==> config.mk <==
export PLATFORM = sky130hd
export DESIGN_NAME = i2c_register_access_master
export DESIGN_NICKNAME = d
export VERILOG_FILES = /design/src/rtl/i2cram_pkg.sv /design/src/rtl/i2c_register_access_master.sv /design/src/rtl/i2cram_core.sv /design/src/rtl/i2cram_out.sv
export SDC_FILE = /design/constraint.sdc
export NUM_CORES = 1
export LEC_CHECK = 0
export ABC_CLOCK_PERIOD_IN_PS = 6500
export BUFFER_PORTS_ARGS = -buffer_cell sky130_fd_sc_hd__buf_2
export CORE_UTILIZATION = 30
export CTS_BUF_LIST = sky130_fd_sc_hd__clkbuf_4 sky130_fd_sc_hd__clkbuf_8 sky130_fd_sc_hd__clkbuf_16
export DETAILED_ROUTE_END_ITERATION = 6
export GPL_TIMING_DRIVEN = 1
export PLACE_DENSITY = 0.46
export SLEW_MARGIN = 20
export SYNTH_ARGS = -nofsm -noshare
export SYNTH_HDL_FRONTEND = slang
export SYNTH_SLANG_ARGS = --single-unit
==> constraint.sdc <==
create_clock -name i_clk -period 6.5 [get_ports i_clk]
set_clock_uncertainty 0.2 [all_clocks]
set_input_delay 1.3 -clock i_clk [delete_from_list [all_inputs] [get_ports i_clk]]
set_output_delay 1.3 -clock i_clk [all_outputs]
set_load 0.02 [all_outputs]
==> src/rtl/i2cram_pkg.sv <==
package i2cram_pkg;

    localparam int MAX_BYTES  = 4;
    // data fields hold four bytes, so the count never goes above that
    localparam int BYTE_LIMIT = (MAX_BYTES < 4) ? MAX_BYTES : 4;

    localparam int PHASE_W    = 16;
    localparam int ACK_W      = 12;
    localparam int CFG_W      = 16;
    localparam int S_TDATA_W  = 56;
    localparam int M_TDATA_W  = 40;

    localparam logic [PHASE_W-1:0] PHASE_TICKS_RST = 16'd10;
    localparam logic [ACK_W-1:0]   ACK_TIMEOUT_RST = 12'd2500;

    typedef enum logic [0:0] {
        t_cfg_phase_ticks = 1'b0,
        t_cfg_ack_timeout = 1'b1
    } t_cfg_reg;

    typedef enum logic [0:0] {
        MODE_CMD  = 1'b0,
        MODE_TICK = 1'b1
    } t_mode;

    typedef enum logic [3:0] {
        PH_IDLE  = 4'd0,
        PH_ST_A  = 4'd1,
        PH_ST_B  = 4'd2,
        PH_ST_C  = 4'd3,
        PH_TX_LO = 4'd4,
        PH_TX_HI = 4'd5,
        PH_AK_LO = 4'd6,
        PH_AK_HI = 4'd7,
        PH_RX_LO = 4'd8,
        PH_RX_HI = 4'd9,
        PH_MA_LO = 4'd10,
        PH_MA_HI = 4'd11,
        PH_SP_A  = 4'd12,
        PH_SP_B  = 4'd13,
        PH_SP_C  = 4'd14,
        PH_RS_A  = 4'd15
    } t_phase;

    typedef enum logic [1:0] {
        SG_ADDR_W = 2'd0,
        SG_INDEX  = 2'd1,
        SG_WDATA  = 2'd2,
        SG_ADDR_R = 2'd3
    } t_stage;

    typedef struct packed {
        t_mode       mode;
        logic [7:0]  dev_addr;
        logic [7:0]  reg_index;
        logic        is_read;
        logic [2:0]  byte_count;
        logic [31:0] write_data;
        logic        sda_in;
    } t_item;

    typedef struct packed {
        logic        scl_out;
        logic        sda_out;
        logic        sda_drive;
        logic        busy_res;
        logic        done_res;
        logic        nack_error;
        logic [31:0] read_data;
    } t_res;

endpackage

==> src/rtl/i2c_register_access_master.sv <==
// Bit-level I2C master for register reads and writes, driven by a stream of items.
// Slave side: tuser = mode (0 command, 1 bus tick). A command latches address,
// register index, direction, byte count and write data only when the bus is idle;
// each tick item advances the bus timing by one step and carries the sampled SDA.
// Master side: one result item per input item with SCL/SDA levels, SDA drive enable,
// busy, a done pulse, the acknowledge-timeout error flag and the big-endian read data.
// The result is registered, valid in the cycle after input acceptance; throughput
// is one item per cycle while the receiver takes results.
// Bus pacing is set by the tick rate, phase_ticks and the slave's acknowledge.
// When the receiver stalls, the finished result waits in the output register and
// o_s_tready drops, so no item is lost; it rises again as soon as the result is taken.
// Reset (synchronous, active low) idles the bus, clears the state, drops the output
// valid and restores phase_ticks to 10 and ack_timeout to 2500.
// Configuration: i_cfg_we writes i_cfg_data to register i_cfg_index (0 phase_ticks,
// 1 ack_timeout) at the clock edge; write only while no transaction is running.
module i2c_register_access_master (
    input  logic                                 i_clk,
    input  logic                                 i_rst_n,
    input  logic                                 i_s_tvalid,
    output logic                                 o_s_tready,
    // dev_addr[7:0], reg_index[15:8], is_read[16], byte_count[19:17],
    // write_data[51:20], sda_in[52], zero fill
    input  logic [i2cram_pkg::S_TDATA_W-1:0]     i_s_tdata,
    // mode[0]
    input  logic                                 i_s_tuser,
    output logic                                 o_m_tvalid,
    input  logic                                 i_m_tready,
    // scl_out[0], sda_out[1], sda_drive[2], busy_res[3], done_res[4],
    // nack_error[5], read_data[37:6], zero fill
    output logic [i2cram_pkg::M_TDATA_W-1:0]     o_m_tdata,
    input  logic                                 i_cfg_we,
    input  logic                                 i_cfg_index,
    input  logic [i2cram_pkg::CFG_W-1:0]         i_cfg_data
);

    logic [i2cram_pkg::PHASE_W-1:0] r_phase_ticks;
    logic [i2cram_pkg::ACK_W-1:0]   r_ack_timeout;
    i2cram_pkg::t_item              w_item;
    i2cram_pkg::t_res               w_res;
    i2cram_pkg::t_res               w_out;
    logic                           w_accept;

    assign w_accept = i_s_tvalid && o_s_tready;

    assign w_item.mode       = i2cram_pkg::t_mode'(i_s_tuser);
    assign w_item.dev_addr   = i_s_tdata[7:0];
    assign w_item.reg_index  = i_s_tdata[15:8];
    assign w_item.is_read    = i_s_tdata[16];
    assign w_item.byte_count = i_s_tdata[19:17];
    assign w_item.write_data = i_s_tdata[51:20];
    assign w_item.sda_in     = i_s_tdata[52];

    always_ff @(posedge i_clk) begin
        if (!i_rst_n) begin
            r_phase_ticks <= i2cram_pkg::PHASE_TICKS_RST;
            r_ack_timeout <= i2cram_pkg::ACK_TIMEOUT_RST;
        end else if (i_cfg_we) begin
            unique case (i2cram_pkg::t_cfg_reg'(i_cfg_index))
                i2cram_pkg::t_cfg_phase_ticks: r_phase_ticks <= i_cfg_data;
                i2cram_pkg::t_cfg_ack_timeout:
                    r_ack_timeout <= i_cfg_data[i2cram_pkg::ACK_W-1:0];
                default: ;
            endcase
        end
    end

    i2cram_core u_core (
        .i_clk         (i_clk),
        .i_rst_n       (i_rst_n),
        .i_accept      (w_accept),
        .i_item        (w_item),
        .i_phase_ticks (r_phase_ticks),
        .i_ack_timeout (r_ack_timeout),
        .o_res         (w_res)
    );

    i2cram_out u_out (
        .i_clk      (i_clk),
        .i_rst_n    (i_rst_n),
        .i_load     (w_accept),
        .i_res      (w_res),
        .i_m_tready (i_m_tready),
        .o_s_ready  (o_s_tready),
        .o_m_tvalid (o_m_tvalid),
        .o_res      (w_out)
    );

    assign o_m_tdata = {2'b00, w_out.read_data, w_out.nack_error, w_out.done_res,
                        w_out.busy_res, w_out.sda_drive, w_out.sda_out, w_out.scl_out};

`ifndef NO_ASSERTIONS
    a_done_idle: assert property (@(posedge i_clk) disable iff (!i_rst_n)
        w_accept && w_res.done_res |-> !w_res.busy_res)
        else $error("done reported while still busy");

    a_nack_done: assert property (@(posedge i_clk) disable iff (!i_rst_n)
        w_accept && w_res.nack_error |-> w_res.done_res && (w_res.read_data == 32'd0))
        else $error("nack error without done or with read data");

    a_released: assert property (@(posedge i_clk) disable iff (!i_rst_n)
        w_accept && !w_res.sda_drive |-> w_res.sda_out)
        else $error("released sda reported low");

    a_result_load: assert property (@(posedge i_clk) disable iff (!i_rst_n)
        w_accept |=> o_m_tvalid && (w_out == $past(w_res)))
        else $error("accepted item did not reach the result register");
`endif

endmodule

==> src/rtl/i2cram_core.sv <==
module i2cram_core (
    input  logic                                 i_clk,
    input  logic                                 i_rst_n,
    input  logic                                 i_accept,
    input  i2cram_pkg::t_item                    i_item,
    input  logic [i2cram_pkg::PHASE_W-1:0]       i_phase_ticks,
    input  logic [i2cram_pkg::ACK_W-1:0]         i_ack_timeout,
    output i2cram_pkg::t_res                     o_res
);

    i2cram_pkg::t_phase              r_phase, n_phase;
    i2cram_pkg::t_stage              r_stage, n_stage;
    logic [i2cram_pkg::PHASE_W-1:0]  r_timer, n_timer;
    logic [2:0]                      r_bit, n_bit;
    logic [2:0]                      r_left, n_left;
    logic [7:0]                      r_shift, n_shift;
    logic [i2cram_pkg::ACK_W-1:0]    r_ack, n_ack;
    logic [31:0]                     r_accum, n_accum;
    logic [7:0]                      r_addr, n_addr;
    logic [7:0]                      r_index, n_index;
    logic [31:0]                     r_wdata, n_wdata;
    logic                            r_is_read, n_is_read;
    logic                            r_abort, n_abort;
    logic                            n_done;

    logic [i2cram_pkg::PHASE_W-1:0]  w_len;
    logic [i2cram_pkg::PHASE_W-1:0]  w_tick_cnt;
    logic [2:0]                      w_count;
    logic [2:0]                      w_left_dec;
    logic [4:0]                      w_wshift;
    logic                            w_tx_bit;
    logic                            w_ma_bit;

    assign w_len      = (i_phase_ticks == '0) ? i2cram_pkg::PHASE_W'(1) : i_phase_ticks;
    assign w_tick_cnt = r_timer + 1'b1;
    assign w_left_dec = (r_left != 3'd0) ? (r_left - 3'd1) : 3'd0;

    always_comb begin
        w_count = i_item.byte_count;
        if (w_count == 3'd0) begin
            w_count = 3'd1;
        end
        if (w_count > 3'(i2cram_pkg::BYTE_LIMIT)) begin
            w_count = 3'(i2cram_pkg::BYTE_LIMIT);
        end
        w_wshift = {2'(3'd4 - w_count), 3'b000};
    end

    // next state
    always_comb begin
        n_phase   = r_phase;
        n_stage   = r_stage;
        n_timer   = r_timer;
        n_bit     = r_bit;
        n_left    = r_left;
        n_shift   = r_shift;
        n_ack     = r_ack;
        n_accum   = r_accum;
        n_addr    = r_addr;
        n_index   = r_index;
        n_wdata   = r_wdata;
        n_is_read = r_is_read;
        n_abort   = r_abort;
        n_done    = 1'b0;
        if (i_accept) begin
            if (i_item.mode == i2cram_pkg::MODE_CMD) begin
                if (r_phase == i2cram_pkg::PH_IDLE) begin
                    n_addr    = i_item.dev_addr;
                    n_index   = i_item.reg_index;
                    n_is_read = i_item.is_read;
                    n_wdata   = i_item.write_data << w_wshift;
                    n_left    = w_count;
                    n_accum   = '0;
                    n_ack     = '0;
                    n_abort   = 1'b0;
                    n_shift   = i_item.dev_addr;
                    n_bit     = 3'd0;
                    n_stage   = i2cram_pkg::SG_ADDR_W;
                    n_phase   = i2cram_pkg::PH_ST_A;
                    n_timer   = '0;
                end
            end else if (r_phase == i2cram_pkg::PH_AK_HI) begin
                if (!i_item.sda_in) begin
                    n_timer = '0;
                    unique case (r_stage)
                        i2cram_pkg::SG_ADDR_W: begin
                            n_shift = r_index;
                            n_bit   = 3'd0;
                            n_stage = i2cram_pkg::SG_INDEX;
                            n_phase = i2cram_pkg::PH_TX_LO;
                        end
                        i2cram_pkg::SG_INDEX: begin
                            if (r_is_read) begin
                                n_stage = i2cram_pkg::SG_ADDR_R;
                                n_phase = i2cram_pkg::PH_RS_A;
                            end else if (r_left != 3'd0) begin
                                n_shift = r_wdata[31:24];
                                n_wdata = r_wdata << 8;
                                n_bit   = 3'd0;
                                n_stage = i2cram_pkg::SG_WDATA;
                                n_phase = i2cram_pkg::PH_TX_LO;
                            end else begin
                                n_phase = i2cram_pkg::PH_SP_A;
                            end
                        end
                        i2cram_pkg::SG_WDATA: begin
                            n_left = w_left_dec;
                            if (w_left_dec != 3'd0) begin
                                n_shift = r_wdata[31:24];
                                n_wdata = r_wdata << 8;
                                n_bit   = 3'd0;
                                n_phase = i2cram_pkg::PH_TX_LO;
                            end else begin
                                n_phase = i2cram_pkg::PH_SP_A;
                            end
                        end
                        i2cram_pkg::SG_ADDR_R: begin
                            n_shift = 8'd0;
                            n_bit   = 3'd0;
                            n_phase = i2cram_pkg::PH_RX_LO;
                        end
                        default: n_phase = i2cram_pkg::PH_SP_A;
                    endcase
                end else if (r_ack >= i_ack_timeout) begin
                    n_abort = 1'b1;
                    n_timer = '0;
                    n_phase = i2cram_pkg::PH_SP_A;
                end else begin
                    n_ack = r_ack + 1'b1;
                end
            end else if (r_phase != i2cram_pkg::PH_IDLE) begin
                if (w_tick_cnt < w_len) begin
                    n_timer = w_tick_cnt;
                end else begin
                    n_timer = '0;
                    unique case (r_phase)
                        i2cram_pkg::PH_ST_A:  n_phase = i2cram_pkg::PH_ST_B;
                        i2cram_pkg::PH_ST_B:  n_phase = i2cram_pkg::PH_ST_C;
                        i2cram_pkg::PH_ST_C: begin
                            n_bit   = 3'd0;
                            n_phase = i2cram_pkg::PH_TX_LO;
                        end
                        i2cram_pkg::PH_TX_LO: n_phase = i2cram_pkg::PH_TX_HI;
                        i2cram_pkg::PH_TX_HI: begin
                            if (r_bit == 3'd7) begin
                                n_ack   = '0;
                                n_phase = i2cram_pkg::PH_AK_LO;
                            end else begin
                                n_bit   = r_bit + 3'd1;
                                n_shift = r_shift << 1;
                                n_phase = i2cram_pkg::PH_TX_LO;
                            end
                        end
                        i2cram_pkg::PH_AK_LO: n_phase = i2cram_pkg::PH_AK_HI;
                        i2cram_pkg::PH_RX_LO: n_phase = i2cram_pkg::PH_RX_HI;
                        i2cram_pkg::PH_RX_HI: begin
                            n_shift = {r_shift[6:0], i_item.sda_in};
                            if (r_bit == 3'd7) begin
                                n_accum = {r_accum[23:0], r_shift[6:0], i_item.sda_in};
                                n_phase = i2cram_pkg::PH_MA_LO;
                            end else begin
                                n_bit   = r_bit + 3'd1;
                                n_phase = i2cram_pkg::PH_RX_LO;
                            end
                        end
                        i2cram_pkg::PH_MA_LO: n_phase = i2cram_pkg::PH_MA_HI;
                        i2cram_pkg::PH_MA_HI: begin
                            n_left = w_left_dec;
                            if (w_left_dec != 3'd0) begin
                                n_shift = 8'd0;
                                n_bit   = 3'd0;
                                n_phase = i2cram_pkg::PH_RX_LO;
                            end else begin
                                n_phase = i2cram_pkg::PH_SP_A;
                            end
                        end
                        i2cram_pkg::PH_SP_A:  n_phase = i2cram_pkg::PH_SP_B;
                        i2cram_pkg::PH_SP_B:  n_phase = i2cram_pkg::PH_SP_C;
                        i2cram_pkg::PH_SP_C: begin
                            n_phase = i2cram_pkg::PH_IDLE;
                            n_done  = 1'b1;
                        end
                        i2cram_pkg::PH_RS_A: begin
                            n_shift = r_addr | 8'h01;
                            n_phase = i2cram_pkg::PH_ST_A;
                        end
                        default: n_phase = i2cram_pkg::PH_IDLE;
                    endcase
                end
            end
        end
    end

    // bus levels follow the phase just entered
    assign w_tx_bit = n_shift[7];
    assign w_ma_bit = (n_left <= 3'd1);

    always_comb begin
        o_res            = '0;
        o_res.busy_res   = (n_phase != i2cram_pkg::PH_IDLE);
        o_res.done_res   = n_done;
        o_res.nack_error = n_done && n_abort;
        o_res.read_data  = (n_done && !n_abort && n_is_read) ? n_accum : 32'd0;
        unique case (n_phase)
            i2cram_pkg::PH_ST_A:  {o_res.scl_out, o_res.sda_out, o_res.sda_drive} = 3'b111;
            i2cram_pkg::PH_ST_B:  {o_res.scl_out, o_res.sda_out, o_res.sda_drive} = 3'b101;
            i2cram_pkg::PH_ST_C:  {o_res.scl_out, o_res.sda_out, o_res.sda_drive} = 3'b001;
            i2cram_pkg::PH_TX_LO: {o_res.scl_out, o_res.sda_out, o_res.sda_drive} =
                                      {1'b0, w_tx_bit, 1'b1};
            i2cram_pkg::PH_TX_HI: {o_res.scl_out, o_res.sda_out, o_res.sda_drive} =
                                      {1'b1, w_tx_bit, 1'b1};
            i2cram_pkg::PH_AK_LO,
            i2cram_pkg::PH_RX_LO: {o_res.scl_out, o_res.sda_out, o_res.sda_drive} = 3'b010;
            i2cram_pkg::PH_AK_HI,
            i2cram_pkg::PH_RX_HI: {o_res.scl_out, o_res.sda_out, o_res.sda_drive} = 3'b110;
            i2cram_pkg::PH_MA_LO: {o_res.scl_out, o_res.sda_out, o_res.sda_drive} =
                                      {1'b0, w_ma_bit, 1'b1};
            i2cram_pkg::PH_MA_HI: {o_res.scl_out, o_res.sda_out, o_res.sda_drive} =
                                      {1'b1, w_ma_bit, 1'b1};
            i2cram_pkg::PH_SP_A:  {o_res.scl_out, o_res.sda_out, o_res.sda_drive} = 3'b001;
            i2cram_pkg::PH_SP_B:  {o_res.scl_out, o_res.sda_out, o_res.sda_drive} = 3'b101;
            i2cram_pkg::PH_SP_C:  {o_res.scl_out, o_res.sda_out, o_res.sda_drive} = 3'b111;
            i2cram_pkg::PH_RS_A:  {o_res.scl_out, o_res.sda_out, o_res.sda_drive} = 3'b011;
            default:              {o_res.scl_out, o_res.sda_out, o_res.sda_drive} = 3'b110;
        endcase
    end

    always_ff @(posedge i_clk) begin
        if (!i_rst_n) begin
            r_phase   <= i2cram_pkg::PH_IDLE;
            r_stage   <= i2cram_pkg::SG_ADDR_W;
            r_timer   <= '0;
            r_bit     <= '0;
            r_left    <= '0;
            r_shift   <= '0;
            r_ack     <= '0;
            r_accum   <= '0;
            r_addr    <= '0;
            r_index   <= '0;
            r_wdata   <= '0;
            r_is_read <= 1'b0;
            r_abort   <= 1'b0;
        end else begin
            r_phase   <= n_phase;
            r_stage   <= n_stage;
            r_timer   <= n_timer;
            r_bit     <= n_bit;
            r_left    <= n_left;
            r_shift   <= n_shift;
            r_ack     <= n_ack;
            r_accum   <= n_accum;
            r_addr    <= n_addr;
            r_index   <= n_index;
            r_wdata   <= n_wdata;
            r_is_read <= n_is_read;
            r_abort   <= n_abort;
        end
    end

endmodule

==> src/rtl/i2cram_out.sv <==
module i2cram_out (
    input  logic             i_clk,
    input  logic             i_rst_n,
    input  logic             i_load,
    input  i2cram_pkg::t_res i_res,
    input  logic             i_m_tready,
    output logic             o_s_ready,
    output logic             o_m_tvalid,
    output i2cram_pkg::t_res o_res
);

    logic             r_valid;
    i2cram_pkg::t_res r_res;

    // room when empty or when the held item leaves this cycle
    assign o_s_ready  = !r_valid || i_m_tready;
    assign o_m_tvalid = r_valid;
    assign o_res      = r_res;

    always_ff @(posedge i_clk) begin
        if (!i_rst_n) begin
            r_valid <= 1'b0;
        end else if (i_load) begin
            r_valid <= 1'b1;
        end else if (i_m_tready) begin
            r_valid <= 1'b0;
        end
    end

    always_ff @(posedge i_clk) begin
        if (i_load) begin
            r_res <= i_res;
        end
    end

endmodule

==> results of run 1 <==
-- cells in the mapped netlist (all sizes together), types with 3 or more instances --
cell / number / area share
a22o: 3 / 0.0027
a31oi: 9 / 0.0057
o21ai: 49 / 0.026
or3: 3 / 0.0019
inv: 44 / 0.017
nor4: 6 / 0.0053
a21o: 6 / 0.0046
nand2b: 10 / 0.0063
a22oi: 48 / 0.037
o221ai: 8 / 0.0071
nor2b: 6 / 0.0038
o22ai: 11 / 0.0070
and2: 9 / 0.0057
dfxtp: 158 / 0.32
xor2: 11 / 0.0098
nand3: 25 / 0.013
edfxtp: 38 / 0.12
mux2i: 27 / 0.027
or2: 3 / 0.0019
a31o: 4 / 0.0036
o211ai: 11 / 0.0089
nand3b: 10 / 0.0076
nor3: 31 / 0.016
a21oi: 106 / 0.054
nor2: 181 / 0.069
a211oi: 29 / 0.023
ha: 33 / 0.042
clkbuf: 59 / 0.022
or3b: 9 / 0.0080
nor3b: 5 / 0.0038
buf: 14 / 0.0099
a311oi: 3 / 0.0027
xnor2: 5 / 0.0044
o21a: 6 / 0.0046
nand2: 139 / 0.053
a221oi: 11 / 0.010
and3: 23 / 0.015
a21boi: 3 / 0.0027
-- layer usage --
layer  up-vias  GRT usage
met4         2     0.0360
met2       154      0.255
met5         -          0
met1      3944      0.233
met3        12     0.0294
li1       4362          -
-- worst min-delay path, stage by stage, from the launching register on --
cell     delay (ps)
dfxtp_1         320
nand2_1          50
a21oi_1          50
-- state kept, by name (all words and copies together) (netlist names) --
register	flops
u_core.r_phase	4
u_out.o_m_tvalid	1
u_core.r_wdata	32
r_phase_ticks	16
u_core.r_index	8
u_core.r_is_read	1
u_out.o_res	38
u_core.r_abort	1
u_core.r_shift	8
u_core.r_left	3
u_core.r_timer	16
u_core.r_accum	32
r_ack_timeout	12
u_core.r_addr	7
u_core.r_ack	12
u_core.r_bit	3
u_core.r_stage	2
-- final timing paths --
kind                                     endpoint  slack (ps)  depth (start not counted)
worst max-delay path              u_out.o_res[36]        1060                         17
worst min-delay path            u_core.r_wdata[7]         250                          2
worst max register to register    u_out.o_res[36]        1060                         17
worst min register to register  u_core.r_wdata[7]         250                          2
-- power by group --
group	internal, mW	switching (mW)
registers	1.28	0.0301
clock network	0.558	0.616
logic	0.109	0.202
total	1.95	0.848
-- final cells by class --
cell class,instances,area share
Multi-Input combinational cell,865,0.444
Sequential cell,196,0.375
Timing Repair Buffer,129,0.0594
Tap cell,442,0.0482
Clock buffer,17,0.0371
Clock inverter,15,0.0210
Inverter,44,0.0146
-- kinds of logic after synthesis --
family / share of synthesized area
compound gates: 0.214
other cells: 0.000381
xor+xnor: 0.0142
mux: 0.0286
buf+inv: 0.0491
flops: 0.437
simple gates: 0.215
fa+ha+maj: 0.0419
==> metrics.yaml, run 1 <==
status: "complete, no violations"
wl_met1_mm: 13.2
tns_ps: 0
gr-total-overflow: 0
clk_path_buf_depth: 2
final-seq-area_sq_um: 4300
fin_crit_sh: 0.838
layout.nets: 1365
startpoint: "u_core.r_timer[2]"
dr.max_layer_used: "met5"
critPathKind: "reg2reg"
die_h_um: 183
cpPeakStageDelay_ps: 610
clock_latency_ps: 450
multiInputGateArea_sq_um: 5090
drt_iter0_drc: 635
synth.avg_cell_area_sq_um: 8.37
worstPathRequired_ps: 6610
wl_per_cell_um: 15.5
yosysWarnings: 0
antenna-diode-count: 0
clkTransAtPathRegs_ps: 90
synth_cells: 1177
path_common_cell: "and3_1"
synth_ff_type: "dfxtp_1"
synth.cell_area_sq_um: 9850
vias: 8474
h-tree-depth: 4
wl_met2_mm: 12.0
grt_pass1_vias: 8150
antenna_found_initial: 1
coreArea_sq_um: 32500
cts_buffers: 17
drive_gt1_frac: 0.150
power.density_nw_per_um2: 244
instances_no_fill: 1708
relSlewSlack: 0.329
slowest_stage: "a221oi_2"
die_w_um: 183
crit_path_cell_trace: "and3_1 -> and3_1 -> and3_1 -> and3_1 -> and3_1 -> and3_1 -> nand3_1 -> xnor2_1 -> ha_1 -> and4_1 -> a221oi_2 -> nand2_1 -> a31oi_1 -> mux2i_1 -> o21ai_0 -> nor3b_1 -> a2bb2oi_1"
r2r-start: "u_core.r_timer[2]"
holdBufCountCts: 0
finalHoldViolations: 0
holdCritStartpoint: "u_core.r_wdata[7]"
die_area_sq_um: 33600
drt_pass1_iterations: 5
cts-root-buf: "clkbuf_16"
num-fill-cells: 3387
num_rows: 66
cts.sinks: 196
wl_met3_mm: 1.07
power_mw: 2.80
period_minus_slack_ps: 5440
crit_path_start_kind: "register"
ys_seq_area_frac: 0.437
placed_cell_area_sq_um: 10800
crit_buf_inv: 0
worstPathArrival_ps: 5550
ys_ff_latch: 196
leakage_nw: 4.34
worst_pin_slew_ps: 1000
cp-end-kind: "register"
rsz0062_at_grt: "false"
post_cts_buffers: 0
final_common_cell: "nor2_1"
viasPerCell: 4.96
routed_wl_mm: 26.5
max_clock_freq_ghz: 0.184
async_flop_share: 0
ant_nets: 0
maxSlewViolCount: 0
final_core_util: 0.353
layout_common_cells: "178 x nor2_1, 158 x dfxtp_1, 139 x nand2_1"
max_cap_violations: 0
grt_use_total: 0.163
pre_cts_ws_ps: 1220
start_util: 0.304
layout-area-overhead-vs-synth_pct: 16.3
crit_fanout: 8
dpl.cell_count: 1676
synth_edf_count: 38
ir_worst_vdd_mv: 0.186
cts_tree: "yes"
ys_types: 68
route.detailed.drc: 0
grt_pass1_wl_mm: 43.9
dp_hpwl_mm: 18.8
fin_area_sq_um: 11500
holdCritPathClass: "reg2reg"
holdWs_ps: 255
place.gp.congestion: 0.842
port-buffer-count: 115
path_delay_family: "simple AND/OR/NAND/NOR gates"
postLayoutSetupSlackWorst_ps: 1060
grt_max_degree: 75
setup_viol: 0
cts_resized: 0
num_io_pins: 121
(Power assumes the default switching activity.)
==> run 2, diff against run 1 <==
- ABC_CLOCK_PERIOD_IN_PS: 6500 -> 4400
- PLACE_DENSITY: 0.46 -> 0.47
- clock period: 6.5 -> 4.4 ns (I/O delays scaled with it)
==> metrics.yaml, run 2 (synthesis gave the netlist of run 1 again) <==
status: "finished with violations"
failed_checks: "setup timing"
cp-end-kind: "register"
max_cap_violations: 0
grt_pass1_vias: 8307
die_w_um: 183
critPathKind: "reg2reg"
final_core_util: 0.381
finalHoldViolations: 0
holdCritPathClass: "reg2reg"
maxSlewViolCount: 0
cts.sinks: 196
viasPerCell: 5.07
ir_worst_vdd_mv: 0.258
die_h_um: 183
holdBufCountCts: 0
worstPathArrival_ps: 4520
instances_no_fill: 1765
power_mw: 4.17
setup_viol: 8
num-fill-cells: 3386
h-tree-depth: 4
drt_iter0_drc: 624
clk_path_buf_depth: 2
port-buffer-count: 115
max_clock_freq_ghz: 0.226
period_minus_slack_ps: 4420
rsz0062_at_grt: "true"
coreArea_sq_um: 32500
worst_pin_slew_ps: 794
layout-area-overhead-vs-synth_pct: 25.6
crit_fanout: 8
clock_latency_ps: 440
clkTransAtPathRegs_ps: 90
power.density_nw_per_um2: 337
grt_max_degree: 72
tns_ps: -46.8
grt_use_total: 0.164
num_io_pins: 121
place.gp.congestion: 0.874
drive_gt1_frac: 0.229
leakage_nw: 4.69
final_common_cell: "dfxtp_1"
num_rows: 66
layout.nets: 1420
cts_tree: "yes"
gr-total-overflow: 0
postLayoutSetupSlackWorst_ps: -17.8
layout_common_cells: "154 x dfxtp_1, 147 x nor2_1, 138 x nand2_1"
fin_crit_sh: 1.00
fin_area_sq_um: 12400
crit_path_start_kind: "register"
cts-root-buf: "clkbuf_16"
start_util: 0.304
grt_pass1_wl_mm: 44.1
relSlewSlack: 0.471
dpl.cell_count: 1721
cts_buffers: 17
route.detailed.drc: 0
placed_cell_area_sq_um: 11200
ant_nets: 0
wl_per_cell_um: 15.9
die_area_sq_um: 33600
worstPathRequired_ps: 4500
vias: 8945
dp_hpwl_mm: 19.0
routed_wl_mm: 28.0
antenna_found_initial: 3
largest_register_ffs: 38
drt_pass1_iterations: 5
## run 2: path summary, 6_finish.rpt
check / endpoint / depth (start not counted) / slack, ps / start
setup / recovery: u_out.o_res[0] / 19 / -20 / u_core.r_timer[3]
hold / removal: u_core.r_wdata[1] / 2 / 260 / u_core.r_wdata[1]
setup reg to reg: u_out.o_res[0] / 19 / -20 / u_core.r_timer[3]
hold reg to reg: u_core.r_wdata[1] / 2 / 260 / u_core.r_wdata[1]
## run 2: per-layer routing
layer	vias up	track usage	share of wire
met5	-	0	0.00046
met1	4218	0.230	0.48
met3	14	0.0300	0.044
met2	236	0.264	0.47
met4	2	0.0270	0.0062
li1	4475	-	-
## run 2: worst max-delay path, cell delays in order (launching register included)
cell	delay, ps
dfxtp_2	340
and3_4	180
and3_4	180
and3_4	180
and3_4	180
and3_4	180
and3_4	200
nand3_4	80
xnor2_2	160
ha_1	310
and4_4	240
nand2_2	50
a21o_1	170
a31o_4	240
a21o_1	190
buf_6	130
nor4b_4	260
or3b_4	520
buf_16	200
nor2_1	80
## run 2: where the power goes
group	switching (mW)	internal, mW
combinational	0.315	0.181
clock	0.917	0.823
sequential	0.0421	1.89
## run 2: repair_timing
item / CTS / global route
cloned: 3 / 1
setup buffers: 2 / 4
gates resized for setup: 28 / 61
pin swaps: 5 / 6
endpoints found under the setup margin: 45 / 57
## run 2: area by class of cell
type | instances | area, sq um | area share
diodes | 2 | 5.00 | 0.000404
flip-flops and latches | 196 | 4310 | 0.348
inverters | 44 | 168 | 0.0135
multi-input cells | 865 | 5450 | 0.440
repair buffers | 184 | 1230 | 0.0993
clock inverters | 15 | 236 | 0.0191
well taps | 442 | 553 | 0.0447
clock buffers | 17 | 425 | 0.0344
## run 2: per-stage QoR
| stage | setup slack [ps] | hold WS [ps] |
|---|---|---|
| after global placement | -106 | 238 |
| after floorplan | 12.3 | 233 |
| after global routing | -173 | 278 |
| after detailed placement | -110 | 246 |
| final | -17.8 | 256 |
| after CTS | 1.20 | 258 |
